**src/rtl/bmpd_pkg.sv**
```systemverilog
// Shared types and constants for the BMP stream decoder.
`timescale 1ns / 1ps
`default_nettype none
package bmpd_pkg;

	localparam int DEF_MAX_WIDTH   = 4096;
	localparam int DEF_MAX_HEIGHT  = 4096;
	localparam int DEF_MAX_PALETTE = 256;

	localparam logic [2:0] KIND_INFO    = 3'd0;
	localparam logic [2:0] KIND_PALETTE = 3'd1;
	localparam logic [2:0] KIND_INDEXED = 3'd2;
	localparam logic [2:0] KIND_COLOUR  = 3'd3;
	localparam logic [2:0] KIND_ERROR   = 3'd4;

	localparam logic [2:0] ERR_SIGNATURE = 3'd0;
	localparam logic [2:0] ERR_DEPTH     = 3'd1;
	localparam logic [2:0] ERR_SIZE      = 3'd2;
	localparam logic [2:0] ERR_PALETTE   = 3'd3;
	localparam logic [2:0] ERR_TRUNCATED = 3'd4;

	localparam logic [7:0] SIG_B = 8'h42;
	localparam logic [7:0] SIG_M = 8'h4D;

	// One classified byte: a burst of up to eight results sharing most fields.
	// For a packed burst (depth 1 or 4) the back end expands pixel indexes.
	typedef struct packed {
		logic [2:0]  kind;
		logic [12:0] x;
		logic [12:0] y;
		logic [7:0]  index;
		logic [7:0]  red;
		logic [7:0]  green;
		logic [7:0]  blue;
		logic [2:0]  error_code;
		logic [3:0]  count;      // results in this burst, 0 for none
		logic [1:0]  shift;      // 0 single, 1 for 1-bit unpack, 2 for 4-bit unpack
		logic [7:0]  packed_byte;
		logic        done_on_last;
	} burst_t;

endpackage
`default_nettype wire

```
**src/rtl/bmp_stream_decoder_top.sv**
```systemverilog
// Top level of the BMP stream decoder.
`timescale 1ns / 1ps
`default_nettype none
// Decodes an uncompressed BMP file fed one byte per transaction and emits info, palette,
// pixel and error results. One byte is accepted per cycle while the queue has room; the front end parses and
// classifies each byte into a burst of up to eight results, a two-entry queue decouples it
// from the back end, which sends one result per cycle unless the result port stalls. A 1-bit
// byte thus expands to up to eight results and a 4-bit byte to up to two, so the sustained
// byte rate is set by the result port.
module bmp_stream_decoder_top
	import bmpd_pkg::*;
#(
	parameter int MAX_WIDTH   = DEF_MAX_WIDTH,
	parameter int MAX_HEIGHT  = DEF_MAX_HEIGHT,
	parameter int MAX_PALETTE = DEF_MAX_PALETTE
) (
	input  wire logic        clk,
	input  wire logic        arst_n,
	input  wire logic        in_valid,
	output logic             in_ready,
	input  wire logic [7:0]  data_byte,
	input  wire logic        end_of_stream,
	output logic             out_valid,
	input  wire logic        out_ready,
	output logic [2:0]       kind,
	output logic [12:0]      x,
	output logic [12:0]      y,
	output logic [7:0]       index,
	output logic [7:0]       red,
	output logic [7:0]       green,
	output logic [7:0]       blue,
	output logic [2:0]       error_code,
	output logic             image_done,
	output logic             last
);

	logic   f_valid, f_ready, q_valid, q_ready;
	burst_t f_burst, q_burst;

	bmpd_front #(.MAX_WIDTH(MAX_WIDTH), .MAX_HEIGHT(MAX_HEIGHT),
		.MAX_PALETTE(MAX_PALETTE)) u_front (
		.clk, .arst_n, .in_valid, .in_ready, .data_byte, .end_of_stream,
		.burst_valid(f_valid), .burst_ready(f_ready), .burst(f_burst));

	bmpd_queue u_queue (
		.clk, .arst_n, .wr_valid(f_valid), .wr_ready(f_ready), .wr_data(f_burst),
		.rd_valid(q_valid), .rd_ready(q_ready), .rd_data(q_burst));

	bmpd_back u_back (
		.clk, .arst_n, .burst_valid(q_valid), .burst_ready(q_ready), .burst(q_burst),
		.out_valid, .out_ready, .kind, .x, .y, .index, .red, .green, .blue,
		.error_code, .image_done, .last);

endmodule
`default_nettype wire

```
**src/rtl/bmpd_front.sv**
```systemverilog
// Front end: parses headers, tracks position and classifies each byte into a burst.
`timescale 1ns / 1ps
`default_nettype none
module bmpd_front
	import bmpd_pkg::*;
#(
	parameter int MAX_WIDTH   = DEF_MAX_WIDTH,
	parameter int MAX_HEIGHT  = DEF_MAX_HEIGHT,
	parameter int MAX_PALETTE = DEF_MAX_PALETTE
) (
	input  wire logic       clk,
	input  wire logic       arst_n,
	input  wire logic       in_valid,
	output logic            in_ready,
	input  wire logic [7:0] data_byte,
	input  wire logic       end_of_stream,
	output logic            burst_valid,
	input  wire logic       burst_ready,
	output burst_t          burst
);

	localparam logic [2:0] PH_HEADER  = 3'd0;
	localparam logic [2:0] PH_PALETTE = 3'd2;
	localparam logic [2:0] PH_PIXELS  = 3'd3;
	localparam logic [2:0] PH_DONE    = 3'd4;
	localparam logic [2:0] PH_ERROR   = 3'd5;

	logic [2:0]  phase_q;
	logic [5:0]  hdr_cnt_q;
	logic [31:0] shift_q;
	logic [13:0] width_q, height_q;
	logic [5:0]  depth_q;
	logic [8:0]  pal_cnt_q, pal_done_q;
	logic [13:0] col_q;
	logic [12:0] row_q;
	logic [15:0] rbc_q;
	logic [1:0]  sub_q;
	logic [23:0] part_q;
	logic [15:0] stride_q;

	logic [2:0]  phase_d;
	logic [5:0]  hdr_cnt_d;
	logic [31:0] shift_d;
	logic [13:0] width_d, height_d;
	logic [5:0]  depth_d;
	logic [8:0]  pal_cnt_d, pal_done_d;
	logic [13:0] col_d;
	logic [12:0] row_d;
	logic [15:0] rbc_d;
	logic [1:0]  sub_d;
	logic [23:0] part_d;
	logic [15:0] stride_d;
	burst_t      b;

	logic        take;
	logic [31:0] fs;
	logic [15:0] dhi;
	logic [13:0] remain;
	logic [3:0]  npix;
	logic [3:0]  maxp;
	logic [9:0]  pal_eff;
	logic        last_pix;
	logic [16:0] bytes_w;

	assign in_ready = burst_ready;
	assign take = in_valid && in_ready;
	assign fs = {data_byte, shift_q[31:8]};
	assign dhi = fs[31:16];
	assign remain = width_q - col_q;

	always_comb begin
		phase_d = phase_q; hdr_cnt_d = hdr_cnt_q; shift_d = shift_q;
		width_d = width_q; height_d = height_q; depth_d = depth_q;
		pal_cnt_d = pal_cnt_q; pal_done_d = pal_done_q; col_d = col_q;
		row_d = row_q; rbc_d = rbc_q; sub_d = sub_q; part_d = part_q;
		stride_d = stride_q;
		b = '0;
		npix = '0; maxp = '0; pal_eff = '0; last_pix = 1'b0; bytes_w = '0;
		case (phase_q)
			PH_HEADER: begin
				if ((hdr_cnt_q == 6'd0 && data_byte != SIG_B) ||
						(hdr_cnt_q == 6'd1 && data_byte != SIG_M)) begin
					b.kind = KIND_ERROR; b.error_code = ERR_SIGNATURE; b.count = 4'd1;
					phase_d = PH_ERROR;
				end else begin
					shift_d = fs;
					if (hdr_cnt_q == 6'd21)
						width_d = (fs >= 32'd1 && fs <= 32'(MAX_WIDTH)) ? fs[13:0] : '0;
					if (hdr_cnt_q == 6'd25)
						height_d = (fs >= 32'd1 && fs <= 32'(MAX_HEIGHT)) ? fs[13:0] : '0;
					if (hdr_cnt_q == 6'd29)
						depth_d = (dhi == 16'd1 || dhi == 16'd4 || dhi == 16'd8 ||
							dhi == 16'd24 || dhi == 16'd32) ? dhi[5:0] : '0;
					if (hdr_cnt_q == 6'd49)
						pal_cnt_d = (fs > 32'd511) ? 9'd511 : fs[8:0];
					if (hdr_cnt_q < 6'd53) begin
						hdr_cnt_d = hdr_cnt_q + 6'd1;
					end else begin
						b.count = 4'd1;
						if (depth_q == 6'd0) begin
							b.kind = KIND_ERROR; b.error_code = ERR_DEPTH; phase_d = PH_ERROR;
						end else if (width_q == 14'd0 || height_q == 14'd0) begin
							b.kind = KIND_ERROR; b.error_code = ERR_SIZE; phase_d = PH_ERROR;
						end else begin
							if (depth_q <= 6'd8) begin
								pal_eff = (pal_cnt_q == 9'd0) ?
									(10'd1 << depth_q[3:0]) : {1'b0, pal_cnt_q};
							end
							if (depth_q <= 6'd8 && pal_eff > 10'(MAX_PALETTE)) begin
								b.kind = KIND_ERROR; b.error_code = ERR_PALETTE;
								phase_d = PH_ERROR;
							end else begin
								pal_cnt_d = pal_eff[8:0];
								// a width or height of 8192 reports as 0 in the 13-bit field
								b.kind = KIND_INFO; b.x = width_q[12:0]; b.y = height_q[12:0];
								b.index = {2'b0, depth_q};
								row_d = height_q[12:0] - 13'd1;
								phase_d = (pal_eff != 10'd0) ? PH_PALETTE : PH_PIXELS;
								case (depth_q)
									6'd1:  bytes_w = (17'(width_q) + 17'd7) >> 3;
									6'd4:  bytes_w = (17'(width_q) + 17'd1) >> 1;
									6'd8:  bytes_w = 17'(width_q);
									6'd24: bytes_w = 17'(width_q) * 17'd3;
									default: bytes_w = 17'(width_q) << 2;
								endcase
								bytes_w = (bytes_w + 17'd3) & ~17'd3;
								stride_d = bytes_w[15:0];
							end
						end
					end
				end
			end
			PH_PALETTE: begin
				if (sub_q < 2'd3) begin
					case (sub_q)
						2'd0: part_d[7:0] = data_byte;
						2'd1: part_d[15:8] = data_byte;
						default: part_d[23:16] = data_byte;
					endcase
					sub_d = sub_q + 2'd1;
				end else begin
					sub_d = '0;
					b.kind = KIND_PALETTE; b.index = pal_done_q[7:0]; b.count = 4'd1;
					b.red = part_q[23:16]; b.green = part_q[15:8]; b.blue = part_q[7:0];
					pal_done_d = pal_done_q + 9'd1;
					if (pal_done_d >= pal_cnt_q) phase_d = PH_PIXELS;
				end
			end
			PH_PIXELS: begin
				b.x = col_q[12:0]; b.y = row_q;
				if (sub_q == 2'd3) begin
					sub_d = '0;
				end else if (col_q < width_q) begin
					case (depth_q)
						6'd1, 6'd4, 6'd8: begin
							maxp = (depth_q == 6'd1) ? 4'd8 : (depth_q == 6'd4) ? 4'd2 : 4'd1;
							npix = (remain < 14'(maxp)) ? remain[3:0] : maxp;
							b.kind = KIND_INDEXED; b.count = npix;
							b.shift = (depth_q == 6'd1) ? 2'd1 : (depth_q == 6'd4) ? 2'd2 : 2'd0;
							b.packed_byte = data_byte;
							b.index = (depth_q == 6'd1) ? {7'd0, data_byte[7]} :
								(depth_q == 6'd4) ? {4'd0, data_byte[7:4]} : data_byte;
							last_pix = 1'b1;
						end
						default: begin
							if (sub_q == 2'd0) begin
								part_d[7:0] = data_byte; sub_d = 2'd1;
							end else if (sub_q == 2'd1) begin
								part_d[15:8] = data_byte; sub_d = 2'd2;
							end else begin
								b.kind = KIND_COLOUR; b.count = 4'd1; npix = 4'd1;
								b.red = data_byte; b.green = part_q[15:8]; b.blue = part_q[7:0];
								sub_d = (depth_q == 6'd32) ? 2'd3 : 2'd0;
								last_pix = 1'b1;
							end
						end
					endcase
					if (last_pix) begin
						col_d = col_q + 14'(npix);
						if (col_d == width_q && row_q == 13'd0) begin
							b.done_on_last = 1'b1; phase_d = PH_DONE;
						end
					end
				end
				rbc_d = rbc_q + 16'd1;
				if (rbc_d >= stride_q) begin
					rbc_d = '0; col_d = '0;
					if (row_q != 13'd0) row_d = row_q - 13'd1;
				end
			end
			default: ;
		endcase
		if (end_of_stream) begin
			if (phase_d != PH_DONE && phase_d != PH_ERROR) begin
				b = '0; b.kind = KIND_ERROR; b.error_code = ERR_TRUNCATED; b.count = 4'd1;
			end
			phase_d = PH_HEADER; hdr_cnt_d = '0; shift_d = '0; width_d = '0;
			height_d = '0; depth_d = '0; pal_cnt_d = '0; pal_done_d = '0; col_d = '0;
			row_d = '0; rbc_d = '0; sub_d = '0; part_d = '0;
		end
	end

	always_ff @(posedge clk or negedge arst_n) begin
		if (!arst_n) begin
			phase_q <= PH_HEADER; hdr_cnt_q <= '0; shift_q <= '0; width_q <= '0;
			height_q <= '0; depth_q <= '0; pal_cnt_q <= '0; pal_done_q <= '0;
			col_q <= '0; row_q <= '0; rbc_q <= '0; sub_q <= '0; part_q <= '0;
			stride_q <= '0; burst_valid <= 1'b0; burst <= '0;
		end else begin
			if (take) begin
				phase_q <= phase_d; hdr_cnt_q <= hdr_cnt_d; shift_q <= shift_d;
				width_q <= width_d; height_q <= height_d; depth_q <= depth_d;
				pal_cnt_q <= pal_cnt_d; pal_done_q <= pal_done_d; col_q <= col_d;
				row_q <= row_d; rbc_q <= rbc_d; sub_q <= sub_d; part_q <= part_d;
				stride_q <= stride_d;
				burst <= b;
			end
			burst_valid <= take ? (b.count != 4'd0) : (burst_valid && !burst_ready);
		end
	end

endmodule
`default_nettype wire

```
**src/rtl/bmpd_queue.sv**
```systemverilog
// Two-entry queue of bursts between the front end and the back end.
`timescale 1ns / 1ps
`default_nettype none
module bmpd_queue
	import bmpd_pkg::*;
(
	input  wire logic clk,
	input  wire logic arst_n,
	input  wire logic wr_valid,
	output logic      wr_ready,
	input  burst_t    wr_data,
	output logic      rd_valid,
	input  wire logic rd_ready,
	output burst_t    rd_data
);

	burst_t     mem_q [2];
	logic       wr_ptr_q, rd_ptr_q;
	logic [1:0] fill_q;
	logic       push, pop;

	assign wr_ready = (fill_q != 2'd2);
	assign rd_valid = (fill_q != 2'd0);
	assign rd_data = mem_q[rd_ptr_q];
	assign push = wr_valid && wr_ready;
	assign pop = rd_valid && rd_ready;

	always_ff @(posedge clk) begin
		if (push) mem_q[wr_ptr_q] <= wr_data;
	end

	always_ff @(posedge clk or negedge arst_n) begin
		if (!arst_n) begin
			wr_ptr_q <= 1'b0; rd_ptr_q <= 1'b0; fill_q <= '0;
		end else begin
			if (push) wr_ptr_q <= ~wr_ptr_q;
			if (pop) rd_ptr_q <= ~rd_ptr_q;
			fill_q <= fill_q + {1'b0, push} - {1'b0, pop};
		end
	end

`ifndef SYNTHESIS
	a_no_overflow: assert property (@(posedge clk) disable iff (!arst_n)
		fill_q == 2'd2 |-> !push) else $error("queue overflow");
	a_fill_range: assert property (@(posedge clk) disable iff (!arst_n)
		fill_q != 2'd3) else $error("queue fill out of range");
	a_fill_track: assert property (@(posedge clk) disable iff (!arst_n)
		push && !pop |=> fill_q == $past(fill_q) + 2'd1) else $error("fill mismatch");
`endif

endmodule
`default_nettype wire

```
**src/rtl/bmpd_back.sv**
```systemverilog
// Back end: expands each burst into result transactions.
`timescale 1ns / 1ps
`default_nettype none
module bmpd_back
	import bmpd_pkg::*;
(
	input  wire logic        clk,
	input  wire logic        arst_n,
	input  wire logic        burst_valid,
	output logic             burst_ready,
	input  burst_t           burst,
	output logic             out_valid,
	input  wire logic        out_ready,
	output logic [2:0]       kind,
	output logic [12:0]      x,
	output logic [12:0]      y,
	output logic [7:0]       index,
	output logic [7:0]       red,
	output logic [7:0]       green,
	output logic [7:0]       blue,
	output logic [2:0]       error_code,
	output logic             image_done,
	output logic             last
);

	logic [2:0] pos_q;
	logic       is_last, fire;

	assign is_last = ({1'b0, pos_q} + 4'd1 == burst.count);
	assign fire = burst_valid && (!out_valid || out_ready);
	assign burst_ready = fire && is_last;

	always_ff @(posedge clk or negedge arst_n) begin
		if (!arst_n) begin
			pos_q <= '0; out_valid <= 1'b0;
			kind <= '0; x <= '0; y <= '0; index <= '0; red <= '0; green <= '0;
			blue <= '0; error_code <= '0; image_done <= 1'b0; last <= 1'b0;
		end else begin
			out_valid <= fire || (out_valid && !out_ready);
			if (fire) begin
				pos_q <= is_last ? 3'd0 : pos_q + 3'd1;
				kind <= burst.kind; y <= burst.y; red <= burst.red;
				green <= burst.green; blue <= burst.blue; error_code <= burst.error_code;
				x <= burst.x + 13'(pos_q);
				case (burst.shift)
					2'd1: index <= {7'd0, burst.packed_byte[3'd7 - pos_q]};
					2'd2: index <= pos_q[0] ? {4'd0, burst.packed_byte[3:0]} :
						{4'd0, burst.packed_byte[7:4]};
					default: index <= burst.index;
				endcase
				image_done <= is_last && burst.done_on_last;
				last <= is_last;
			end
		end
	end

`ifndef SYNTHESIS
	a_pos_bound: assert property (@(posedge clk) disable iff (!arst_n)
		burst_valid |-> {1'b0, pos_q} < burst.count) else $error("position past burst");
	a_done_last: assert property (@(posedge clk) disable iff (!arst_n)
		out_valid && image_done |-> last) else $error("image_done without last");
`endif

endmodule
`default_nettype wire

```
**config.mk**
```make
export PLATFORM = sky130hd
export DESIGN_NAME = bmp_stream_decoder_top
export DESIGN_NICKNAME = d
export VERILOG_FILES = /design/src/rtl/bmpd_pkg.sv /design/src/rtl/bmp_stream_decoder_top.sv /design/src/rtl/bmpd_front.sv /design/src/rtl/bmpd_queue.sv /design/src/rtl/bmpd_back.sv
export SDC_FILE = /design/constraint.sdc
export NUM_CORES = 1
export LEC_CHECK = 0
export ABC_CLOCK_PERIOD_IN_PS = 6450
export BUFFER_PORTS_ARGS = -buffer_cell sky130_fd_sc_hd__buf_2
export CAP_MARGIN = 10
export CELL_PAD_IN_SITES_DETAIL_PLACEMENT = 0
export CELL_PAD_IN_SITES_GLOBAL_PLACEMENT = 2
export CORE_MARGIN = 4
export CORE_UTILIZATION = 43
export CTS_BUF_LIST = sky130_fd_sc_hd__clkbuf_8
export DETAILED_ROUTE_END_ITERATION = 6
export PLACE_DENSITY_LB_ADDON = 0.08
export SLEW_MARGIN = 0
export SYNTH_ARGS = -nofsm -noshare
export SYNTH_HDL_FRONTEND = slang
export SYNTH_SLANG_ARGS = --single-unit
```
**constraint.sdc**
```tcl
create_clock -name clk -period 6.45 [get_ports clk]
set_clock_uncertainty 0.15 [all_clocks]
set_input_delay 0.645 -clock clk [delete_from_list [all_inputs] [get_ports clk]]
set_output_delay 0.645 -clock clk [all_outputs]
set_load 0.02 [all_outputs]
```
Word level (Yosys, flattened, before mapping)
Memories as Yosys holds them, arrays and structs flattened.
Cells that the tools add are included.
{ "op_classes": {"addsub": 17, "n_mul": 1, "div": 0, "n_lt_le_gt_ge": 12, "n_eq_ne": 46, "shift": 1, "muxes": 168, "bitwise": 7, "n_reduce_logical": 65} }
{ "op_table": {"columns": ["cell", "count"], "rows": [
  ["$mux W14", 15],
  ["$mux W16", 12],
  ["$mux W32", 6],
  ["$mux W79", 2],
  ["$mux W34", 4],
  ["$mux W24", 5],
  ["$mux W9", 12],
  ["$mux W13", 8],
  ["$mux W10", 8],
  ["$mux W3", 24],
  ["$mux W8", 8],
  ["$pmux W16 S4", 1],
  ["$mux W6", 9],
  ["$pmux W26 S2", 1],
  ["$pmux W24 S2", 1],
  ["$mux W37", 1],
  ["$ne A3 B3 Y1 const B", 11],
  ["$ge A32 B1 Y1 const B", 1],
  ["$gt A32 B9 Y1 const B", 1],
  ["$le A32 B13 Y1 const B", 1],
  ["$mux W4", 8],
  ["$pmux W16 S2", 1],
  ["$mux W15", 2],
  ["$logic_not A14 Y1", 2],
  ["82 further kinds", 173]
]} }
{ "totals": {"regBits": 330, "latch_bits": 0, "ram_bits": 158, "rom_bits": 0, "in_bits": 13, "word_cells": 362, "memories": 1} }
{ "memory_table": {"columns": ["name", "words", "word_bits", "read_ports", "rd_clocked_by_memory_dff", "wr", "line", "rtl"], "rows": [
  ["u_queue.mem_q", 2, 79, 1, 0, 1, "bmpd_queue.sv:17", "burst_t mem_q [2];"]
]} }

Logic depth before layout (Yosys ltp)
Gate-level depths: netlist of the first run.
{ "logic_depth": {"ltp_word": 23, "ltp_mapped": 28, "mapped_depth_nobuf": 25} }

Modules after synthesis
From an unflattened synthesis of the first run, not the netlist that was laid out.
{ "unflattened": {"hier_cells": 2489, "area_unflattened_um2": 25527.0} }
{ "modules_own_cells": {"columns": ["module", "instances", "cells_each", "area_per_inst_um2"], "rows": [
  ["bmpd_front", 1, 1863, 16400.7],
  ["bmpd_queue", 1, 268, 5919.4],
  ["bmpd_back", 1, 358, 3206.8]
]} }

Worst setup path after synthesis of the first run
Ideal clock, no wire load.
{ "synth_path": {"kind": "register to register", "from": "register u_front.col_q[5]", "to": "register u_front.burst[18] (netlist bit)", "setup_time_ps": 65, "arrival_ps": 5597, "required_time_ps": 6235, "slack_ps": 637, "stages_incl_launch_ff": 25, "n_path_buf": 3, "path_cell_list": "dfrtp_1 -> clkbuf_1 -> inv_1 -> ha_1 -> a21oi_1 -> nand2_1 -> nor4_1 -> nor3_1 -> nor4_1 -> nand4_1 -> a2bb2oi_1 -> nor2_1 -> ha_1 -> fa_1 -> xnor2_1 -> xnor2_1 -> o2111ai_1 -> or4_4 -> nor4b_4 -> a41oi_1 -> a21o_1 -> buf_2 -> nor3_4 -> buf_6 -> a22o_1"} }
{ "synth_between": {"elab_chain_len": 19, "word_cells_on_any_way": 24} }
{ "synth_lines": {"columns": ["item", "line", "rtl"], "rows": [
  ["start, declared", "bmpd_front.sv:34", "logic [13:0] col_q;"],
  ["start signal, assigned", "bmpd_front.sv:213", "pal_cnt_q <= pal_cnt_d; pal_done_q <= pal_done_d; col_q <= col_d;"],
  ["$sub A14 B14 Y14", "bmpd_front.sv:69", "assign remain = width_q - col_q;"],
  ["$lt A14 B4 Y1", "bmpd_front.sv:157", "npix = (remain < 14'(maxp)) ? remain[3:0] : maxp;"],
  ["$mux W4", "bmpd_front.sv:157", null],
  ["$mux W4", "bmpd_front.sv:154", "case (depth_q)"],
  ["$mux W4", "bmpd_front.sv:153", "end else if (col_q < width_q) begin"],
  ["$mux W4", "bmpd_front.sv:151", "if (sub_q == 2'd3) begin"],
  ["$mux W4", "bmpd_front.sv:79", "case (phase_q)"],
  ["$add A14 B4 Y14", "bmpd_front.sv:179", "col_d = col_q + 14'(npix);"],
  ["[... 3 more ...]", null, null],
  ["$mux W3", "bmpd_front.sv:178", "if (last_pix) begin"],
  ["$mux W3", "bmpd_front.sv:153", null],
  ["$mux W3", "bmpd_front.sv:151", null],
  ["$pmux W3 S3", "bmpd_front.sv:79", null],
  ["$ne A3 B3 Y1", "bmpd_front.sv:194", "if (phase_d != PH_DONE && phase_d != PH_ERROR) begin"],
  ["$logic_and A1 B1 Y1", "bmpd_front.sv:194", null],
  ["$mux W79", "bmpd_front.sv:194", null],
  ["$mux W79 *", "bmpd_front.sv:193", "if (end_of_stream) begin"],
  ["end signal, assigned", "bmpd_front.sv:208", "stride_q <= '0; burst_valid <= 1'b0; burst <= '0;"],
  ["end signal, assigned", "bmpd_front.sv:216", "burst <= b;"],
  ["end, declared", "bmpd_front.sv:19", "output burst_t burst"]
]} }
Mark *: on every way between the ends. The rest lies on a longest branch, timed or not. The select of a mux whose other input is x is not followed.
A chain may end at the register's enable or synchronous reset.

Worst setup path in the final report of the first run
{ "layout_path": {"from": "register u_front.col_q[3]", "to": "register u_front.burst[49] (netlist bit)"} }
Same word-level chain as after synthesis.

==> results of run 1 <==
==> layer usage <==
metal	routed length [µm]	vias up	GRT usage
met3	3650	124	0.0371
met1	33000	9467	0.320
met4	2180	0	0.0729
met5	0	-	0
met2	33800	595	0.367
li1	-	8951	-
==> final timing paths <==
kind                                               startpoint                        endpoint  slack [ps]  cells past startpoint
worst min register to register  u_front.burst[72]$_DFFE_PN0P_  u_queue.mem_q[0][72]$_DFFE_PP_         320                      0
worst min-delay path                                out_ready      u_back.out_valid$_DFF_PN0_         210                      3
worst max register to register   u_front.col_q[3]$_DFFE_PN0P_   u_front.burst[49]$_DFFE_PN0P_         230                     24
worst max-delay path             u_front.col_q[3]$_DFFE_PN0P_   u_front.burst[49]$_DFFE_PN0P_         230                     24
max in group asynchronous                              arst_n  u_front.depth_q[0]$_DFFE_PN0P_        4520                      3
min in group asynchronous                              arst_n        u_back.x[10]$_DFFE_PN0P_         390                      2
==> critical path, stage by stage, from the launching register on <==
cell	delay, ps
dfrtp_1	410
inv_1	60
ha_2	370
o21ai_1	110
a31oi_2	190
nor2_2	80
ha_1	190
a211oi_1	240
o311ai_1	150
a211oi_1	260
and4b_1	290
nand4_1	140
a2bb2oi_2	260
nor2_1	70
ha_2	220
fa_2	390
xnor2_2	170
xnor2_1	140
o2111ai_1	130
or4_4	440
nor4b_4	340
nand3b_1	270
a21o_4	330
a2111o_1	510
o21ai_0	190
==> cells in the mapped netlist, types with 8 or more instances <==
cell | count | area share
nor4_1 | 15 | 0.0038
nor2b_1 | 20 | 0.0050
a221oi_1 | 10 | 0.0035
clkbuf_1 | 105 | 0.016
mux2_2 | 39 | 0.018
inv_1 | 81 | 0.012
xor2_1 | 29 | 0.010
o221ai_1 | 16 | 0.0056
a32o_1 | 11 | 0.0044
a22o_1 | 85 | 0.030
and3_1 | 22 | 0.0055
a21oi_1 | 68 | 0.014
buf_2 | 16 | 0.0032
nor3b_1 | 9 | 0.0027
nor2_1 | 135 | 0.020
nand2_1 | 269 | 0.040
a21o_1 | 28 | 0.0084
dfrtp_1 | 322 | 0.32
o41ai_1 | 8 | 0.0028
nor3_1 | 51 | 0.010
and2_1 | 15 | 0.0038
o31ai_1 | 43 | 0.013
a22oi_1 | 36 | 0.011
or4_1 | 8 | 0.0024
o21a_1 | 13 | 0.0039
a31oi_1 | 19 | 0.0048
nand3b_1 | 12 | 0.0036
nand2b_1 | 17 | 0.0043
or3_1 | 19 | 0.0048
a211oi_1 | 16 | 0.0048
o21ai_0 | 212 | 0.043
mux2i_1 | 79 | 0.032
o211ai_1 | 16 | 0.0048
ha_1 | 85 | 0.043
nand4_1 | 22 | 0.0055
buf_1 | 11 | 0.0017
nand3_1 | 46 | 0.0092
edfxtp_1 | 158 | 0.19
xnor2_1 | 69 | 0.024
==> per-stage QoR <==
step | setup slack (ps) | setup TNS [ps] | power [mW] | util
after global routing | -44.9 | -174 | 9.94 | 0.490
after detailed placement | -71.8 | -986 | 6.62 | 0.456
final | 235 | 0 | 9.37 | 0.490
after floorplan | 637 | 0 | 5.82 | -
after CTS | 6.94 | 0 | 9.50 | 0.486
after global placement | 142 | 0 | 6.57 | 0.456
==> layout by cell type (no fill, tap or decap), types with 19 or more instances in the layout <==
| master | Yosys | layout |
|---|---|---|
| or3_1 | 19 | 19 |
| mux2i_1 | 79 | 78 |
| o21ai_0 | 212 | 204 |
| buf_4 | 1 | 68 |
| nor2b_1 | 20 | 20 |
| o31ai_1 | 43 | 43 |
| buf_2 | 16 | 79 |
| a22oi_1 | 36 | 36 |
| clkbuf_8 | 0 | 97 |
| a22o_1 | 85 | 85 |
| nor3_1 | 51 | 51 |
| nand3_1 | 46 | 45 |
| dfrtp_1 | 322 | 320 |
| xnor2_1 | 69 | 68 |
| inv_1 | 81 | 114 |
| nand4_1 | 22 | 22 |
| a21o_1 | 28 | 27 |
| xor2_1 | 29 | 29 |
| nand2_1 | 269 | 268 |
| edfxtp_1 | 158 | 158 |
| ha_1 | 85 | 80 |
| mux2_2 | 39 | 39 |
| nor2_1 | 135 | 127 |
| a21oi_1 | 68 | 67 |
| and3_1 | 22 | 21 |
==> logic make-up (layout without fill, tap and decap cells) <==
| kind of cell | Yosys count | count (layout) |
|---|---|---|
| other cells | 0 | 1 |
| mux | 123 | 123 |
| buf+inv | 219 | 389 |
| xor+xnor | 98 | 98 |
| flops | 480 | 480 |
| fa+ha+maj | 89 | 89 |
| simple gates | 702 | 702 |
| compound gates | 650 | 651 |
==> power groups by stage <==
stage	Combinational [mW]	Sequential [mW]	Clock, mW
floorplan	1.44	4.38	0
global placement	2.35	4.22	0
detailed placement	2.38	4.25	0
CTS	2.39	4.20	2.92
global route	2.61	4.27	3.06
finish	2.36	4.19	2.82
==> cell type report <==
type / instances / area share
inverters: 81 / 0.0108
flip-flops and latches: 480 / 0.454
diodes: 1 / 0.0000887
clock buffers: 97 / 0.0473
repair buffers: 151 / 0.0344
clock inverters: 60 / 0.0131
well taps: 765 / 0.0339
multi-input cells: 1663 / 0.406
==> sequential cells by signal, summed over array words and instances (netlist names), 9 cells and up <==
signal,flops
u_back.x,13
u_back.y,13
u_front.burst,79
u_front.col_q,14
u_front.height_q,14
u_front.pal_cnt_q,9
u_front.pal_done_q,9
u_front.part_q,24
u_front.rbc_q,16
u_front.row_q,13
u_front.shift_q,24
u_front.stride_q,14
u_front.width_q,14
u_queue.mem_q,158
==> what timing repair did <==
action	in CTS	in global routing
endpoints found under the hold margin	100	0
hold buffers	1	0
pin swaps	0	12
setup endpoints to repair	38	79
resized for setup	4	34
buffers inserted	0	11
gates cloned	0	1
==> flow_metrics.py, run 1 <==
metrics = {
    "outcome": {
        "run_status": "complete, no violations",
    },
    "power_and_ir_drop": {
        "p_seq_frac": 0.447,
        "power.density_nw_per_um2": 332,
        "share_comb_of_total_power": 0.252,
        "p_clk_frac": 0.301,
        "p_leak_nw": 11.8,
        "power_switching_mw": 3.19,
        "p_int_mw": 6.18,
        "vdd_drop_max_v": 0.000352,
        "power.share.switching": 0.341,
    },
    "clock_tree": {
        "clk_pin_slew_ps": 60,
        "cts_made_buffers": 84,
        "clk_latency_ps": 680,
        "cts_max_path_buffers": 3,
        "cts_num_sinks": 480,
        "tritoncts": "yes",
        "htree_levels": 3,
        "cts-root-buf": "clkbuf_8",
    },
    "logic_synthesis": {
        "synth_compound_area_frac": 0.178,
        "synthSimpleGateAreaFrac": 0.140,
        "synth_fa_ha_area_frac": 0.0458,
        "synthFlopType": "dfrtp_1",
        "synth_xor_area_frac": 0.0344,
        "synth.net_count": 2463,
        "syn_area_um2": 24900,
        "synth_edf_count": 158,
        "synthCells": 2361,
        "synth.area.mux_share": 0.0538,
        "syn_area_per_cell_um2": 10.6,
        "synth_top_family_by_area": "compound AO/OA/AOI/OAI gates",
        "synth-seq-cells": 480,
        "synth-seq-area-share": 0.513,
        "yosys_warnings": 0,
        "synth_cell_type_count": 93,
        "async_reset_ff_frac": 0.671,
    },
    "timing": {
        "maxSlewViolCount": 0,
        "fin_crit_ps": 6220,
        "relSlewSlack": 0.244,
        "whs_ps": 206,
        "setup_violations": 0,
        "hold_violations": 0,
        "worstMarginPinSlew_ps": 1130,
        "max_clock_freq_mhz": 161,
        "period_share": 0.964,
    },
    "global_route": {
        "grt_max_degree": 113,
        "grt_overflow": 0,
        "antenna_found_initial": 1,
        "grt_pass1_vias": 18589,
        "grt_usage": 0.229,
        "grt_pass1_wl_mm": 112,
    },
    "route": {
        "vias": 19137,
        "drt-pass1-iter-count": 6,
        "drtIter0Drc": 1341,
        "wl_per_cell_um": 22.0,
        "drc_errors": 0,
        "routed_via_density": 5.80,
        "wirelength_mm": 72.7,
        "ant_nets": 0,
    },
    "run": {
        "maxCapViolCount": 0,
    },
    "layout": {
        "drive_gt1_frac": 0.149,
        "final_cells": 3298,
        "seq_area_um2": 12800,
        "final_area_um2": 28200,
        "multi_input_area_um2": 11500,
        "area_delta_synth_final_pct": 13.1,
        "fillers": 5353,
        "final_nets": 2563,
    },
    "min_path": {
        "min_path_type": "input port to flop",
    },
    "floorplanning": {
        "start_util": 0.433,
        "rows": 88,
        "dieHeight_um": 249,
        "die_area_um2": 61900,
        "io_pins": 81,
        "die_w_um": 249,
        "coreArea_um2": 57600,
    },
    "worst_setup_path": {
        "crit_type": "flop to flop",
        "start_kind": "flop",
        "end_kind": "flop",
        "worstPathArrival_ps": 6650,
        "critPathMaxFanout": 8,
        "required_ps": 6880,
    },
    "place": {
        "gp_routability_congestion": 0.899,
        "place_area_um2": 26300,
        "portBuffers": 80,
        "dp_cells": 3127,
        "dp_hpwl_mm": 51.1,
    },
}
(Power assumes the default switching activity.)
==> run 2, diff against run 1 <==
Settings changed: ABC_AREA set to 1, CORE_UTILIZATION 43 to 40, CTS_CLUSTER_SIZE set to 25.
==> flow_metrics.py, run 2 <==
metrics = {
    "clock_tree": {
        "clk_pin_slew_ps": 60,
        "cts_max_path_buffers": 3,
        "htree_levels": 3,
        "cts_num_sinks": 480,
        "tritoncts": "yes",
        "cts-root-buf": "clkbuf_8",
        "cts_made_buffers": 85,
        "clk_latency_ps": 670,
        "post_cts_buffers": 0,
    },
    "route": {
        "routed_via_density": 5.27,
        "drtIter0Drc": 1422,
        "drt-pass1-iter-count": 5,
        "ant_nets": 0,
        "wirelength_mm": 76.3,
        "drc_errors": 0,
        "wl_per_cell_um": 19.4,
        "vias": 20749,
    },
    "layout": {
        "area_delta_synth_final_pct": 12.3,
        "utilization": 0.454,
        "layout_commonest_cell": "nand2_1",
        "largest_reg_flops": 158,
        "top_register": "u_queue.mem_q",
        "fillers": 6245,
        "final_area_um2": 28000,
        "drive_gt1_frac": 0.103,
        "final_nets": 3129,
        "layout_common_cells": "nand2_1 (699), inv_1 (348), dfrtp_1 (321)",
        "reg_top3": "u_queue.mem_q x158, u_front.burst x79",
    },
    "floorplanning": {
        "io_pins": 81,
        "dieHeight_um": 258,
        "die_area_um2": 66400,
        "start_util": 0.404,
        "coreArea_um2": 61700,
        "rows": 91,
        "die_w_um": 258,
    },
    "timing": {
        "max_clock_freq_mhz": 172,
        "worstMarginPinSlew_ps": 1120,
        "fin_ws_ps": 643,
        "period_share": 0.900,
        "setup_violations": 0,
        "rsz0062_at_grt": "false",
        "hold_violations": 0,
        "relSlewSlack": 0.246,
        "maxSlewViolCount": 0,
        "fin_crit_ps": 5810,
        "setup-tns-final_ps": 0,
    },
    "worst_setup_path": {
        "required_ps": 6890,
        "cp_top_family": "simple AND/OR/NAND/NOR gates",
        "critPathMaxFanout": 35,
        "reg2reg_from": "u_front.col_q[1]$_DFFE_PN0P_",
        "cp_slowest_cell": "dfrtp_1",
        "worstReg2RegEnd": "u_front.burst[43]$_DFFE_PN0P_",
        "slowest_delay_ps": 490,
        "reg2regPathDepth": 37,
        "worstPathArrival_ps": 6250,
        "crit_type": "flop to flop",
        "rrSetupSlack_ps": 640,
        "path_common_cell": "nand2_1",
        "cp.buffers_inverters": 5,
        "start_kind": "flop",
        "end_kind": "flop",
    },
    "global_route": {
        "use_met1": 0.328,
        "top_usage_layer": "met2",
        "grt_max_degree": 154,
        "grt_overflow": 0,
        "grt_usage": 0.228,
        "met2_usage": 0.360,
        "grt_pass1_vias": 20151,
        "grt_use_met3": 0.0329,
        "grt_pass1_wl_mm": 119,
        "antenna_found_initial": 3,
    },
    "logic_synthesis": {
        "synthCells": 2920,
        "syn_area_um2": 24900,
        "synth.net_count": 3022,
        "yosys_warnings": 0,
        "yosys.cell_count.top_type": "nand2_1",
        "yosysTopAreaCell": "dfrtp_1",
        "synthFlopType": "dfrtp_1",
        "synth_top_area_share": 0.323,
        "ys_top_cells_by_area": "dfrtp_1 (32%), edfxtp_1 (19%), nand2_1 (11%)",
        "syn_area_per_cell_um2": 8.54,
        "synth_commonest_cells": "nand2_1 (700), dfrtp_1 (322), inv_1 (321)",
        "synth_cell_type_count": 57,
        "synth-seq-area-share": 0.513,
        "synth_edf_count": 158,
        "async_reset_ff_frac": 0.671,
        "synth-seq-cells": 480,
    },
    "min_path": {
        "holdPathEnd": "u_back.out_valid$_DFF_PN0_",
        "min_path_type": "input port to flop",
        "min_from": "out_ready",
        "hold_path_depth": 4,
    },
    "power_and_ir_drop": {
        "power_switching_mw": 4.28,
        "power.density_nw_per_um2": 382,
        "p_clk_frac": 0.263,
        "power.share.switching": 0.400,
        "share_comb_of_total_power": 0.343,
        "vdd_drop_max_v": 0.000184,
        "p_leak_nw": 12.9,
        "p_int_mw": 6.41,
        "p_seq_frac": 0.394,
    },
    "place": {
        "post-place-ws_ps": 591,
        "portBuffers": 80,
        "gp_routability_congestion": 0.896,
        "place_area_um2": 26300,
        "dp_hpwl_mm": 55.3,
    },
    "outcome": {
        "run_status": "complete, no violations",
    },
    "run": {
        "maxCapViolCount": 0,
    },
}
[run 2: cell count changes after synthesis, sizes merged, moves of 43 or more]
cell	previous run	this run
nand2	269	712
inv	81	331
nand3	47	205
nor2	136	260
a22o	85	0
mux2i	79	13
xnor2	69	9
o22ai	7	63
a21oi	68	111
[run 2: timing repair]
action / in CTS / in global routing
setup endpoints to repair: 0 / 20
endpoints found under the hold margin: 107 / 0
gates resized for setup: 0 / 1
hold buffers: 1 / 0
[run 2: area by class of cell]
class | instances | area [µm²] | area share
flip-flops and latches | 480 | 12800 | 0.457
multi-input cells | 2005 | 10500 | 0.374
clock buffers | 101 | 1390 | 0.0496
inverters | 338 | 1270 | 0.0453
well taps | 837 | 1050 | 0.0374
repair buffers | 117 | 703 | 0.0251
clock inverters | 55 | 307 | 0.0109
diodes | 1 | 2.50 | 0.0000893
[run 2: how the worst max path moves through the flow]
stage | start | depth (start not counted) | to
after floorplan | u_front.width_q[2]$_DFFE_PN0P_ | 39 | u_front.burst[72]$_DFFE_PN0P_
after detailed placement | u_front.col_q[0]$_DFFE_PN0P_ | 31 | u_front.burst[66]$_DFFE_PN0P_
after CTS | u_front.col_q[0]$_DFFE_PN0P_ | 35 | u_front.burst[69]$_DFFE_PN0P_
final | u_front.col_q[1]$_DFFE_PN0P_ | 37 | u_front.burst[43]$_DFFE_PN0P_
after global placement | u_front.col_q[0]$_DFFE_PN0P_ | 34 | u_front.burst[62]$_DFFE_PN0P_
after global routing | u_front.col_q[6]$_DFFE_PN0P_ | 36 | u_front.burst[37]$_DFFE_PN0P_
[run 2: cells by family (layout without fill, tap and decap cells)]
family	Yosys count	after routing	synth area share
AOI/OAI and AO/OA	541	541	0.124
xor gates and xnor gates	52	52	0.0183
adders and majority gates	89	89	0.0458
buffers and inverters	435	611	0.0676
DFF	480	480	0.513
muxes	13	13	0.00522
other	0	1	0
and+or+nand+nor	1310	1310	0.226
[run 2: metal layers]
metal  up-vias  part of all wire
li1      10054                 -
met1     10034              0.48
met2       543              0.45
met3       116             0.048
met4         2             0.025
met5         -           0.00014
[run 2: through the flow]
| step | hold slack, ps | total power [mW] | std cells |
|---|---|---|---|
| after floorplan | 199 | 6.75 | 2920 |
| after global placement | 301 | 7.92 | 3776 |
| after detailed placement | 307 | 7.96 | 3776 |
| after CTS | 59.4 | 10.8 | 3933 |
| after global routing | 98.3 | 11.5 | 3934 |
| final | 118 | 10.7 | 3934 |
[run 2: power by group through the flow]
stage               clock (mW)  sequential, mW  combinational (mW)
finish                    2.81            4.21                3.67
global placement             0            4.25                3.67
detailed placement           0            4.27                3.69
floorplan                    0            4.44                2.31
global route              3.05            4.29                4.12
CTS                       2.89            4.22                3.71
[run 2: worst min-delay path: cells and delay by family]
family                 cells  cell delay, ps
AND/OR/NAND/NOR            2             130
buffers and inverters      2             100
